File: config.mk
export PLATFORM = sky130hd
export DESIGN_NAME = sensor_min_max_calibrator
export DESIGN_NICKNAME = d
export VERILOG_FILES = /design/src/smmc_pkg.sv /design/src/smmc_divider.sv /design/src/smmc_datapath.sv /design/src/smmc_ctrl.sv /design/src/sensor_min_max_calibrator.sv
export SDC_FILE = /design/constraint.sdc
export NUM_CORES = 2
export LEC_CHECK = 0
export ABC_CLOCK_PERIOD_IN_PS = 9400
export BUFFER_PORTS_ARGS = -buffer_cell sky130_fd_sc_hd__buf_2
export CORE_MARGIN = 4
export CORE_UTILIZATION = 55
export CTS_CLUSTER_DIAMETER = 80
export DETAILED_ROUTE_END_ITERATION = 6
export PLACE_DENSITY = 0.72
export REMOVE_ABC_BUFFERS = 1
export SYNTH_ARGS = -nofsm -noshare
export SYNTH_HDL_FRONTEND = slang
export SYNTH_SLANG_ARGS = --single-unit
export TNS_END_PERCENT = 20
File: constraint.sdc
create_clock -name clk -period 9.4 [get_ports clk]
set_clock_uncertainty 0.05 [all_clocks]
set_input_delay 1.41 -clock clk [delete_from_list [all_inputs] [get_ports clk]]
set_output_delay 1.41 -clock clk [all_outputs]
set_load 0.02 [all_outputs]
File: src/smmc_pkg.sv
// ----------------------------------------------------------------------------
// smmc_pkg
// shared widths, codes, reset values and control structs of the sensor
// min/max calibrator
// ----------------------------------------------------------------------------
`timescale 1ns / 1ps

package smmc_pkg;

    localparam int DATA_W     = 16;
    localparam int CFG_IDX_W  = 2;
    localparam int CFG_W      = 16;
    localparam int PHASE_W    = 2;
    localparam int BASE_SUM_W = 24;
    localparam int BASE_CNT_W = 8;
    localparam int BASE_DIV_W = BASE_CNT_W + 1;
    localparam int DIV_STEPS  = BASE_SUM_W;
    localparam int DIV_CNT_W  = $clog2(DIV_STEPS);
    localparam int WIN_CNT_W  = 16;
    localparam int PROD_W     = 2 * DATA_W;
    localparam int QEST_W     = DATA_W + 3;
    localparam int REM_W      = PROD_W + 4;

    localparam logic [BASE_CNT_W-1:0] BASE_COUNT_RST  = 8'd50;
    localparam logic [DATA_W-1:0]     TOUCH_THR_RST   = 16'd2000;
    localparam logic [WIN_CNT_W-1:0]  WINDOW_RST      = 16'd750;
    localparam logic [DATA_W-1:0]     FULL_SCALE_RST  = 16'd3300;
    localparam logic [DATA_W-1:0]     SAT_MAX         = 16'hFFFF;

    typedef enum logic [PHASE_W-1:0] {
        PH_BASELINE = 2'd0,
        PH_WAIT     = 2'd1,
        PH_CAL      = 2'd2,
        PH_DONE     = 2'd3
    } phase_t;

    typedef enum logic [CFG_IDX_W-1:0] {
        CFG_BASE_COUNT = 2'd0,
        CFG_TOUCH_THR  = 2'd1,
        CFG_WINDOW     = 2'd2,
        CFG_FULL_SCALE = 2'd3
    } cfg_idx_t;

    // controller to datapath
    typedef struct packed {
        logic load_sample;
        logic update;
        logic div_start;
        logic load_idle;
        logic conv_hi;
        logic mul;
        logic est;
        logic rem;
        logic fix;
        logic store_mv;
        logic load_out;
    } dp_cmd_t;

    // datapath to controller
    typedef struct packed {
        logic base_hit;
        logic done_next;
        logic div_done;
        logic fix_ok;
    } dp_status_t;

endpackage

File: src/smmc_divider.sv
// ----------------------------------------------------------------------------
// smmc_divider
// restoring divider for the idle level, one quotient bit per cycle
// ----------------------------------------------------------------------------
`timescale 1ns / 1ps

module smmc_divider (
    input  logic                             clk,
    input  logic                             rst_n,
    input  logic                             start,
    input  logic [smmc_pkg::BASE_SUM_W-1:0]  dividend,
    input  logic [smmc_pkg::BASE_DIV_W-1:0]  divisor,
    output logic                             done,
    output logic [smmc_pkg::BASE_SUM_W-1:0]  quotient
);
    import smmc_pkg::*;

    logic                  busy_reg, busy_next;
    logic                  done_reg, done_next;
    logic [DIV_CNT_W-1:0]  cnt_reg, cnt_next;
    logic [BASE_SUM_W-1:0] quo_reg, quo_next;
    logic [BASE_DIV_W-1:0] rem_reg, rem_next;
    logic [BASE_DIV_W-1:0] dsr_reg, dsr_next;
    logic [BASE_DIV_W:0]   shifted;
    logic                  ge;

    always_comb
    begin
        shifted   = {rem_reg, quo_reg[BASE_SUM_W-1]};
        ge        = shifted >= {1'b0, dsr_reg};
        busy_next = busy_reg;
        done_next = 1'b0;
        cnt_next  = cnt_reg;
        quo_next  = quo_reg;
        rem_next  = rem_reg;
        dsr_next  = dsr_reg;
        if (start)
        begin
            busy_next = 1'b1;
            cnt_next  = DIV_CNT_W'(DIV_STEPS - 1);
            quo_next  = dividend;
            rem_next  = '0;
            dsr_next  = divisor;
        end
        else if (busy_reg)
        begin
            quo_next = {quo_reg[BASE_SUM_W-2:0], ge};
            rem_next = ge ? BASE_DIV_W'(shifted - {1'b0, dsr_reg})
                          : shifted[BASE_DIV_W-1:0];
            cnt_next = cnt_reg - 1'b1;
            if (cnt_reg == '0)
            begin
                busy_next = 1'b0;
                done_next = 1'b1;
            end
        end
    end

    always_ff @(posedge clk or negedge rst_n)
    begin
        if (!rst_n)
        begin
            busy_reg <= 1'b0;
            done_reg <= 1'b0;
            cnt_reg  <= '0;
        end
        else
        begin
            busy_reg <= busy_next;
            done_reg <= done_next;
            cnt_reg  <= cnt_next;
        end
    end

    always_ff @(posedge clk)
    begin
        quo_reg <= quo_next;
        rem_reg <= rem_next;
        dsr_reg <= dsr_next;
    end

    assign done     = done_reg;
    assign quotient = quo_reg;

endmodule

File: src/smmc_datapath.sv
// ----------------------------------------------------------------------------
// smmc_datapath
// configuration registers, calibration state, millivolt conversion and
// result registers
// ----------------------------------------------------------------------------
`timescale 1ns / 1ps

module smmc_datapath #(
    parameter int SAMPLE_BITS = 16
) (
    input  logic                            clk,
    input  logic                            rst_n,
    input  logic                            cfg_we,
    input  logic [smmc_pkg::CFG_IDX_W-1:0]  cfg_index,
    input  logic [smmc_pkg::CFG_W-1:0]      cfg_data,
    input  logic [smmc_pkg::DATA_W-1:0]     sample,
    input  smmc_pkg::dp_cmd_t               cmd,
    output smmc_pkg::dp_status_t            status,
    output logic [smmc_pkg::PHASE_W-1:0]    phase,
    output logic [smmc_pkg::DATA_W-1:0]     idle_level,
    output logic [smmc_pkg::DATA_W-1:0]     low_value,
    output logic [smmc_pkg::DATA_W-1:0]     high_value,
    output logic [smmc_pkg::DATA_W-1:0]     value_range,
    output logic [smmc_pkg::DATA_W-1:0]     low_millivolts,
    output logic [smmc_pkg::DATA_W-1:0]     high_millivolts,
    output logic                            done_res
);
    import smmc_pkg::*;

    localparam logic [DATA_W-1:0] SAMPLE_MASK = DATA_W'((1 << SAMPLE_BITS) - 1);
    localparam logic signed [REM_W-1:0] MODULUS = REM_W'((1 << SAMPLE_BITS) - 1);

    // configuration
    logic [BASE_CNT_W-1:0] base_count_reg;
    logic [DATA_W-1:0]     touch_thr_reg;
    logic [WIN_CNT_W-1:0]  window_reg;
    logic [DATA_W-1:0]     full_scale_reg;

    // calibration state
    logic [DATA_W-1:0]     sample_reg;
    phase_t                phase_reg, phase_next;
    logic [BASE_SUM_W-1:0] sum_reg, sum_next;
    logic [BASE_CNT_W-1:0] bcnt_reg, bcnt_next;
    logic [DATA_W-1:0]     idle_reg;
    logic [DATA_W-1:0]     min_reg, min_next;
    logic [DATA_W-1:0]     max_reg, max_next;
    logic [WIN_CNT_W-1:0]  wcnt_reg, wcnt_next;

    // conversion
    logic [PROD_W-1:0]        prod_reg;
    logic signed [QEST_W-1:0] qest_reg;
    logic signed [REM_W-1:0]  rem_reg;
    logic [DATA_W-1:0]        mv_lo_reg, mv_hi_reg;

    // result beat
    logic [PHASE_W-1:0] out_phase_reg;
    logic [DATA_W-1:0]  out_idle_reg, out_low_reg, out_high_reg, out_range_reg;
    logic [DATA_W-1:0]  out_mv_lo_reg, out_mv_hi_reg;
    logic               out_done_reg;

    logic                  base_hit, win_hit, touch;
    logic [DATA_W-1:0]     deviation;
    logic [BASE_DIV_W-1:0] base_divisor;
    logic                  div_done;
    logic [BASE_SUM_W-1:0] div_quotient;
    logic [DATA_W-1:0]     conv_value;
    logic [PROD_W-1:0]     prod_next;
    logic [PROD_W:0]       est_sum;
    logic signed [REM_W-1:0] qest_ext;
    logic                  rem_neg, rem_big;
    logic                  is_done;

    always_comb
    begin
        sum_next     = sum_reg + BASE_SUM_W'(sample_reg);
        bcnt_next    = bcnt_reg + 1'b1;
        base_hit     = (phase_reg == PH_BASELINE) && (bcnt_next == base_count_reg);
        base_divisor = (bcnt_next == '0) ? BASE_DIV_W'(1 << BASE_CNT_W)
                                         : {1'b0, bcnt_next};
        deviation    = (sample_reg >= idle_reg) ? (sample_reg - idle_reg)
                                                : (idle_reg - sample_reg);
        touch        = deviation >= touch_thr_reg;
        wcnt_next    = wcnt_reg + 1'b1;
        win_hit      = wcnt_next == window_reg;
        min_next     = (sample_reg < min_reg) ? sample_reg : min_reg;
        max_next     = (sample_reg > max_reg) ? sample_reg : max_reg;

        phase_next = phase_reg;
        case (phase_reg)
            PH_BASELINE: if (base_hit) phase_next = PH_WAIT;
            PH_WAIT:     if (touch)    phase_next = PH_CAL;
            PH_CAL:      if (win_hit)  phase_next = PH_DONE;
            default:     phase_next = phase_reg;
        endcase
    end

    smmc_divider u_divider (
        .clk      (clk),
        .rst_n    (rst_n),
        .start    (cmd.div_start),
        .dividend (sum_next),
        .divisor  (base_divisor),
        .done     (div_done),
        .quotient (div_quotient)
    );

    // value * full scale / (2^n - 1): estimate from a shift-add reciprocal,
    // then step the quotient until the remainder lands in [0, 2^n - 1)
    always_comb
    begin
        conv_value = cmd.conv_hi ? max_reg : min_reg;
        prod_next  = conv_value * full_scale_reg;
        est_sum    = {1'b0, prod_reg} + (PROD_W + 1)'(prod_reg >> SAMPLE_BITS);
        qest_ext   = {{(REM_W - QEST_W){qest_reg[QEST_W-1]}}, qest_reg};
        rem_neg    = rem_reg[REM_W-1];
        rem_big    = !rem_neg && (rem_reg >= MODULUS);
        is_done    = phase_reg == PH_DONE;
    end

    always_ff @(posedge clk or negedge rst_n)
    begin
        if (!rst_n)
        begin
            base_count_reg <= BASE_COUNT_RST;
            touch_thr_reg  <= TOUCH_THR_RST;
            window_reg     <= WINDOW_RST;
            full_scale_reg <= FULL_SCALE_RST;
            phase_reg      <= PH_BASELINE;
            sum_reg        <= '0;
            bcnt_reg       <= '0;
            idle_reg       <= '0;
            min_reg        <= SAMPLE_MASK;
            max_reg        <= '0;
            wcnt_reg       <= '0;
        end
        else
        begin
            if (cfg_we)
            begin
                case (cfg_idx_t'(cfg_index))
                    CFG_BASE_COUNT: base_count_reg <= cfg_data[BASE_CNT_W-1:0];
                    CFG_TOUCH_THR:  touch_thr_reg  <= cfg_data;
                    CFG_WINDOW:     window_reg     <= cfg_data;
                    CFG_FULL_SCALE: full_scale_reg <= cfg_data;
                    default:        ;
                endcase
            end
            if (cmd.update)
            begin
                phase_reg <= phase_next;
                case (phase_reg)
                    PH_BASELINE:
                    begin
                        sum_reg  <= sum_next;
                        bcnt_reg <= bcnt_next;
                    end
                    PH_CAL:
                    begin
                        min_reg  <= min_next;
                        max_reg  <= max_next;
                        wcnt_reg <= wcnt_next;
                    end
                    default: ;
                endcase
            end
            if (cmd.load_idle)
                idle_reg <= (|div_quotient[BASE_SUM_W-1:DATA_W]) ? SAT_MAX
                                                                : div_quotient[DATA_W-1:0];
        end
    end

    always_ff @(posedge clk)
    begin
        if (cmd.load_sample)
            sample_reg <= sample & SAMPLE_MASK;
        if (cmd.mul)
            prod_reg <= prod_next;
        if (cmd.est)
            qest_reg <= QEST_W'(est_sum >> SAMPLE_BITS);
        if (cmd.rem)
            rem_reg <= REM_W'(prod_reg) - (qest_ext <<< SAMPLE_BITS) + qest_ext;
        if (cmd.fix)
        begin
            if (rem_neg)
            begin
                qest_reg <= qest_reg - 1'b1;
                rem_reg  <= rem_reg + MODULUS;
            end
            else if (rem_big)
            begin
                qest_reg <= qest_reg + 1'b1;
                rem_reg  <= rem_reg - MODULUS;
            end
        end
        if (cmd.store_mv)
        begin
            if (cmd.conv_hi)
                mv_hi_reg <= qest_reg[DATA_W-1:0];
            else
                mv_lo_reg <= qest_reg[DATA_W-1:0];
        end
        if (cmd.load_out)
        begin
            out_phase_reg <= phase_reg;
            out_idle_reg  <= idle_reg;
            out_low_reg   <= min_reg;
            out_high_reg  <= max_reg;
            out_range_reg <= is_done ? (max_reg - min_reg) : '0;
            out_mv_lo_reg <= is_done ? mv_lo_reg : '0;
            out_mv_hi_reg <= is_done ? mv_hi_reg : '0;
            out_done_reg  <= is_done;
        end
    end

    assign status.base_hit  = base_hit;
    assign status.done_next = phase_next == PH_DONE;
    assign status.div_done  = div_done;
    assign status.fix_ok    = !rem_neg && !rem_big;

    assign phase           = out_phase_reg;
    assign idle_level      = out_idle_reg;
    assign low_value       = out_low_reg;
    assign high_value      = out_high_reg;
    assign value_range     = out_range_reg;
    assign low_millivolts  = out_mv_lo_reg;
    assign high_millivolts = out_mv_hi_reg;
    assign done_res        = out_done_reg;

endmodule

File: src/smmc_ctrl.sv
// ----------------------------------------------------------------------------
// smmc_ctrl
// sequencer for one sample beat: update, idle division, millivolt
// conversion and result hand-off
// ----------------------------------------------------------------------------
`timescale 1ns / 1ps

module smmc_ctrl (
    input  logic                  clk,
    input  logic                  rst_n,
    input  logic                  sample_valid,
    output logic                  sample_stall,
    output logic                  result_valid,
    input  logic                  result_stall,
    input  smmc_pkg::dp_status_t  status,
    output smmc_pkg::dp_cmd_t     cmd
);
    import smmc_pkg::*;

    typedef enum logic [7:0] {
        S_IDLE   = 8'b0000_0001,
        S_UPDATE = 8'b0000_0010,
        S_DIV    = 8'b0000_0100,
        S_MUL    = 8'b0000_1000,
        S_EST    = 8'b0001_0000,
        S_REM    = 8'b0010_0000,
        S_FIX    = 8'b0100_0000,
        S_EMIT   = 8'b1000_0000
    } state_t;

    state_t state_reg, state_next;
    logic   conv_hi_reg, conv_hi_next;
    logic   valid_reg, valid_next;
    logic   out_free;

    always_comb
    begin
        state_next   = state_reg;
        conv_hi_next = conv_hi_reg;
        out_free     = !valid_reg || !result_stall;
        cmd          = '0;
        cmd.conv_hi  = conv_hi_reg;
        case (state_reg)
            S_IDLE:
            begin
                if (sample_valid)
                begin
                    cmd.load_sample = 1'b1;
                    state_next      = S_UPDATE;
                end
            end
            S_UPDATE:
            begin
                cmd.update = 1'b1;
                if (status.base_hit)
                begin
                    cmd.div_start = 1'b1;
                    state_next    = S_DIV;
                end
                else if (status.done_next)
                begin
                    conv_hi_next = 1'b0;
                    state_next   = S_MUL;
                end
                else
                    state_next = S_EMIT;
            end
            S_DIV:
            begin
                if (status.div_done)
                begin
                    cmd.load_idle = 1'b1;
                    state_next    = S_EMIT;
                end
            end
            S_MUL:
            begin
                cmd.mul    = 1'b1;
                state_next = S_EST;
            end
            S_EST:
            begin
                cmd.est    = 1'b1;
                state_next = S_REM;
            end
            S_REM:
            begin
                cmd.rem    = 1'b1;
                state_next = S_FIX;
            end
            S_FIX:
            begin
                if (status.fix_ok)
                begin
                    cmd.store_mv = 1'b1;
                    if (conv_hi_reg)
                        state_next = S_EMIT;
                    else
                    begin
                        conv_hi_next = 1'b1;
                        state_next   = S_MUL;
                    end
                end
                else
                    cmd.fix = 1'b1;
            end
            S_EMIT:
            begin
                if (out_free)
                begin
                    cmd.load_out = 1'b1;
                    state_next   = S_IDLE;
                end
            end
            default: state_next = S_IDLE;
        endcase

        if (cmd.load_out)
            valid_next = 1'b1;
        else
            valid_next = valid_reg && result_stall;
    end

    always_ff @(posedge clk or negedge rst_n)
    begin
        if (!rst_n)
        begin
            state_reg   <= S_IDLE;
            conv_hi_reg <= 1'b0;
            valid_reg   <= 1'b0;
        end
        else
        begin
            state_reg   <= state_next;
            conv_hi_reg <= conv_hi_next;
            valid_reg   <= valid_next;
        end
    end

    assign sample_stall = state_reg != S_IDLE;
    assign result_valid = valid_reg;

endmodule

File: src/sensor_min_max_calibrator.sv
// ----------------------------------------------------------------------------
// sensor_min_max_calibrator
// idle-level averaging, touch detection and min/max calibration window over
// converter samples, one result beat per sample beat
// per sample beat: the baseline, wait and window phases update and hand off
//   the result; the beat that closes the baseline also runs the 24 steps of
//   the bit-serial idle divider; once done, each beat adds two multiply /
//   reciprocal estimate / correction passes for the millivolts
// throughput: one sample beat at a time, a new beat is taken as soon as the
//   previous result sits in the output register
// reset: async active low, calibration restarts in the baseline phase and
//   configuration returns to its defaults
// ----------------------------------------------------------------------------
`timescale 1ns / 1ps

module sensor_min_max_calibrator #(
    parameter int SAMPLE_BITS = 16
) (
    input  logic                            clk,
    input  logic                            rst_n,
    // configuration write port
    input  logic                            cfg_we,
    input  logic [smmc_pkg::CFG_IDX_W-1:0]  cfg_index,
    input  logic [smmc_pkg::CFG_W-1:0]      cfg_data,
    // sample channel
    input  logic                            sample_valid,
    output logic                            sample_stall,
    input  logic [smmc_pkg::DATA_W-1:0]     sample,
    // result channel
    output logic                            result_valid,
    input  logic                            result_stall,
    output logic [smmc_pkg::PHASE_W-1:0]    phase,
    output logic [smmc_pkg::DATA_W-1:0]     idle_level,
    output logic [smmc_pkg::DATA_W-1:0]     low_value,
    output logic [smmc_pkg::DATA_W-1:0]     high_value,
    output logic [smmc_pkg::DATA_W-1:0]     value_range,
    output logic [smmc_pkg::DATA_W-1:0]     low_millivolts,
    output logic [smmc_pkg::DATA_W-1:0]     high_millivolts,
    output logic                            done_res
);
    import smmc_pkg::*;

    // command / status between sequencer and datapath
    dp_cmd_t    cmd;
    dp_status_t status;

    // sequencer: takes one sample beat, walks it through the update, the
    // idle division when the baseline closes, the millivolt conversion
    // once the window has ended, and hands it to the output register
    smmc_ctrl u_ctrl (
        .clk          (clk),
        .rst_n        (rst_n),
        .sample_valid (sample_valid),
        .sample_stall (sample_stall),
        .result_valid (result_valid),
        .result_stall (result_stall),
        .status       (status),
        .cmd          (cmd)
    );

    // datapath: config registers, phase / baseline / window state, the
    // shared conversion registers and the result beat registers
    smmc_datapath #(
        .SAMPLE_BITS (SAMPLE_BITS)
    ) u_datapath (
        .clk             (clk),
        .rst_n           (rst_n),
        .cfg_we          (cfg_we),
        .cfg_index       (cfg_index),
        .cfg_data        (cfg_data),
        .sample          (sample),
        .cmd             (cmd),
        .status          (status),
        .phase           (phase),
        .idle_level      (idle_level),
        .low_value       (low_value),
        .high_value      (high_value),
        .value_range     (value_range),
        .low_millivolts  (low_millivolts),
        .high_millivolts (high_millivolts),
        .done_res        (done_res)
    );

endmodule

# --- Yosys cells after proc, flatten, opt, wreduce, memory -nomap -nowiden ---
# Cells that the tools add are included.
totals:
  ff_bits: 447
  latch_bits: 0
  ramBits: 0
  mem_bits_ro: 0
  input_bits: 39
  memories: 0
op_classes:
  n_addsub: 15
  multipliers: 1
  div_mod_pow: 0
  magnitude_cmp: 6
  n_eq_ne: 24
  shifts: 0
  n_mux: 54
  bitwise: 1
  reduce_logical: 28
ops:
  columns: ["op", "n"]
  rows:
  - ["$mux W36", 4]
  - ["$mux W19", 4]
  - ["$pmux W8 S8", 1]
  - ["$mux W8", 7]
  - ["$mux W16", 3]
  - ["$mux W24", 2]
  - ["$sub A16 B16 Y16", 3]
  - ["$add A36 B17 Y36 const B", 1]
  - ["$add A36 B36 Y36", 1]
  - ["$ge A36 B17 Y1 const B", 1]
  - ["$sub A33 B35 Y36", 1]
  - ["$sub A36 B17 Y36 const B", 1]
  - ["$add A32 B16 Y33", 1]
  - ["$ge A16 B16 Y1", 2]
  - ["$mul A16 B16 Y32", 1]
  - ["$add A24 B16 Y24", 1]
  - ["$mux W1", 22]
  - ["$add A19 B1 Y19 const B", 1]
  - ["$sub A19 B1 Y19 const B", 1]
  - ["$mux W9", 2]
  - ["$add A16 B1 Y16 const B", 1]
  - ["$eq A16 B16 Y1", 1]
  - ["$gt A16 B16 Y1", 1]
  - ["$lt A16 B16 Y1", 1]
  - ["other kinds (34)", 65]

# --- Longest topological paths before layout ---
logic_depth:
  ltp_word: 9
  depth_mapped: 27
  depth_no_buf: 25

# --- Modules after synthesis ---
# Synthesis repeated with hierarchy kept, for this count alone.
hier_totals:
  cells_unflattened: 3682
  area_unflattened_um2: 36029.6
by_module_without_submodules:
  columns: ["mod", "n_inst", "cells_per_inst", "area_each_um2", "seq_area_each_um2"]
  rows:
  - ["smmc_datapath", 1, 3409, 32781.4, 10377.5]
  - ["smmc_divider", 1, 202, 2590.0, 1346.3]
  - ["smmc_ctrl", 1, 71, 658.1, 251.5]

# --- Least setup slack after synthesis ---
# No wires, ideal clock.
synth_timing:
  path_type: "register -> register"
  startpoint: "register u_ctrl.conv_hi_reg"
  endpoint: "register u_datapath.prod_reg[31] (data pin)"
  setup_ps: 259
  t_arrival_ps: 7038
  slack_ps: 2053
  stages_incl_launch_ff: 27
  path_buffers: 3
  path_cell_list: "dfrtp_1 > clkbuf_1 > clkbuf_1 > o21ai_0 > clkbuf_1 > nand2_1 > fa_1 > inv_1 > fa_1 > inv_1 > fa_1 > inv_1 > fa_1 > inv_1 > fa_1 > inv_1 > fa_1 > ha_1 > a211o_1 > a211oi_1 > a21o_1 > a211o_1 > nand4_1 > and3_1 > a2111oi_0 > a21oi_1 > xnor2_1"
synth_via:
  elab_chain_cells: 2
synth_rtl:
  columns: ["element", "line", "rtl"]
  rows:
  - ["from (decl)", "smmc_ctrl.sv:32", "logic conv_hi_reg, conv_hi_next;"]
  - ["from (signal assigned)", "smmc_ctrl.sv:135", "conv_hi_reg <= conv_hi_next;"]
  - ["$mux W16", "smmc_datapath.sv:111", "conv_value = cmd.conv_hi ? max_reg : min_reg;"]
  - ["$mul A16 B16 Y32", "smmc_datapath.sv:112", "prod_next = conv_value * full_scale_reg;"]
  - ["via u_datapath.prod_next[31]", "smmc_datapath.sv:67", "logic [PROD_W-1:0] prod_next;"]
  - ["to (signal assigned)", "smmc_datapath.sv:177", "prod_reg <= prod_next;"]
  - ["to (decl)", "smmc_datapath.sv:50", "logic [PROD_W-1:0] prod_reg;"]
# The timed path passes the listed nets, and every way through them passes these cells.
# A chain may end at the register's enable or synchronous reset.

# --- Worst setup path after layout ---
# Same ends and word-level chain as after synthesis.

==> metrics.txt <==
Slew @ Worst Pin=approximately 1.2 ns; Commonest cells post-synth=488 x inv_1, 398 x nand2_1, 296 x ha_1; Crit Path Class=reg -> reg; Crit path arrival time=around 8.3 ns; Initial DRC Count=2663; Post-synth EDFFs=212; storage element area=0.0120 sq mm; overall routing resource usage=26.6%; Congestion Overflow GR=0; status=finished clean; Die Span Y=between 200 and 300 um; Clock Sinks=around 450; maximum clock insertion buffer count=3; synthesized flop and latch total=about 450; Required @ worst endpoint=approximately 9.7 ns; Synth top area share=around 18%; vias in the first global route=approximately 26000; largest net degree at the start of global routing=94; HP Start=u_datapath.sum_reg[2]$_DFFE_PN0P_; Resized Gates After CTS=0; drt drc=0; Clk pin slew, worst setup/hold paths=~0.060 ns; Synth async-reset ratio=approximately two fifths; FF-to-FF Start=u_ctrl.conv_hi_reg$_DFFE_PN0P_; TritonCTS clock tree=built; Hold Crit Class=reg -> reg; Final nets=4308; min cycle time layout=between 8 and 9 ns; postcts setup bufs=0; post-DP HPWL=just under 70000 um; first-pass GRT wire length=roughly 140000 um; PwrDens=between 200 and 250 mW/mm^2; CP Capture Type=register; fmax=approximately 0.12 GHz; Final Cycle Share=a little under nine tenths; core area=approximately 0.063 sq mm; multi-input logic area=approximately 0.021 sq mm; area growth from synthesis to layout=9.29%; Peak VDD IR=between 0.2 and 0.25 mV; Netlist cell types=~90; clk_lat worst skew=just over 0.6 ns; yosys warns=0; vias per inst=~6; Inst Count DP=between 4000 and 5000; Seq/Total Area, Yosys=between 30 and 40%; layout cells sized above 1=a little over a tenth; clock root buffer=clkbuf_16; Non-Filler Instances=4647; final WL=around 90000 um; top post-synthesis cells by area=edfxtp_1 18%, fa_1 12%, ha_1 11%, dfrtp_1 9.4%, inv_1 5.2%; synthesized instance count=about 3700; Synth area leader=edfxtp_1; setup TNS=0 ns; initial antenna violation count=7; DRT antenna net count=0; CP Launch Type=register; top sig layer=met5; Setup violations, final=0; fill count=approximately 5300; DR WL/cell=slightly below 20 um; metal2 WL=39300 um; Die W=261 um; LEAKAGE=17.7 nW; row cnt=92; CP startpoint=u_ctrl.conv_hi_reg$_DFFE_PN0P_; synthesized area per cell=9.58 sq um; synthesized area=between 0.03 and 0.04 sq mm; gp weighted congestion=approximately 1; die area=0.0682 sq mm; unrepaired setup endpoints after global routing=no; Worst slew margin=17.0%; CTS buffer count=between 40 and 50; Starting Density=55.8%; I/O pins=140; H-Tree Depth=2; Slew Limit Fails=0; Post-synth top flop=edfxtp_1; Largest register FFs=36; Buffers on Ports=139; critical-path maximum fanout=34; vias post-DR=between 20000 and 30000; First-pass DRT Iterations=6; final hold vios=0; Post-CTS Hold Buffers=0; count leader, synth=inv_1; Max Cap Viol=0; WL met1=~40000 um; routed wl met3=about 9600 um
-- per-stage QoR --
step	hold WS (ns)	instance area [sq um]	utilization, %	setup WS (ns)	total power [mW]
finish	0.441	38500	60.9	1.39	8.23
global placement	0.416	36700	58.1	1.64	6.02
floorplan	0.397	34600	-	1.78	5.12
global route	0.457	38500	60.9	0.986	8.82
CTS	0.441	38500	60.9	1.46	8.23
detailed placement	0.424	36700	58.1	1.50	6.09
-- cell families after synthesis --
logic type | after synthesis | share of synthesized area [%]
AOI/OAI and AO/OA | 679 | 12.4
xor gates and xnor gates | 223 | 5.54
adders and majority gates | 512 | 22.8
buffers and inverters | 645 | 7.01
DFF | 447 | 34.0
muxes | 112 | 3.42
and+or+nand+nor | 1062 | 14.9
-- worst paths after layout --
path | endpoint | slack (ns) | depth (start not counted)
worst max-delay path | u_datapath.prod_reg[31]$_DFFE_PP_ | 1.39 | 25
worst min-delay path | u_datapath.sum_reg[2]$_DFFE_PN0P_ | 0.44 | 2
worst max register to register | u_datapath.prod_reg[31]$_DFFE_PP_ | 1.39 | 25
worst min register to register | u_datapath.sum_reg[2]$_DFFE_PN0P_ | 0.44 | 2
max in group asynchronous | u_datapath.phase_reg[1]$_DFFE_PN0P_ | 6.87 | 2
min in group asynchronous | u_datapath.idle_reg[5]$_DFFE_PN0P_ | 0.85 | 1
-- power breakdown --
group / internal, mW / leakage [nW] / total, mW / switching, mW
clock network: 1.27 / 0.875 / 2.11 / 0.839
registers: 2.37 / 4.62 / 2.65 / 0.280
logic: 1.38 / 12.2 / 3.48 / 2.10
-- cells in the final DEF (no fill, tap or decap), types with 18 or more instances in the layout --
| cell | instances |
|---|---|
| inv_1 | 488 |
| nand2_1 | 398 |
| ha_1 | 296 |
| fa_1 | 216 |
| edfxtp_1 | 212 |
| a21oi_1 | 179 |
| nor2_1 | 165 |
| o21ai_0 | 152 |
| xnor2_1 | 146 |
| buf_2 | 138 |
| dfrtp_1 | 132 |
| and2_1 | 106 |
| xor2_1 | 77 |
| a21o_1 | 70 |
| nor3_1 | 69 |
| mux2_2 | 66 |
| dfxtp_1 | 63 |
| nand3_1 | 62 |
| and3_1 | 60 |
| clkbuf_16 | 52 |
| mux2i_1 | 46 |
| buf_4 | 44 |
| dfstp_2 | 39 |
| nand4_1 | 38 |
| a31oi_1 | 29 |
| or3_1 | 25 |
| a211oi_1 | 25 |
| nand2b_1 | 24 |
| nor2b_1 | 21 |
| nor4_1 | 19 |
| o211ai_1 | 18 |
| o21a_1 | 18 |
-- per-layer routing --
layer  track usage (%)  vias up
met5                 0        -
met4              6.99        6
met3              7.77      146
met2              38.8     1133
met1              39.2    13200
li1                  -    12700
-- worst max-delay path, stage by stage (launching register included) --
cell and delay [ns]:
dfrtp_1 1.02, nand2_1 0.11, o21ai_1 0.13, buf_4 0.26, nand2_1 0.11, fa_1 0.56, inv_1 0.05, fa_1 0.53
inv_1 0.05, fa_1 0.49, inv_1 0.05, fa_1 0.48, inv_1 0.06, fa_1 0.53, inv_1 0.05, fa_1 0.47
ha_1 0.38, a211o_1 0.32, a211oi_1 0.36, a21o_1 0.18, a211o_1 0.15, nand4_1 0.18, and3_1 0.20, a2111oi_0 0.62
a21oi_1 0.18, xnor2_1 0.16
-- final cells by class --
class                   instances  share of cell area [%]
repair buffers                183                    2.68
inverters                     488                    4.76
multi-input cells            2588                    54.0
clock buffers                  64                    3.70
well taps                     846                    2.75
diodes                          3                  0.0195
clock inverters                28                   0.945
flip-flops and latches        447                    31.1
Power figures use the tool's default switching activity.
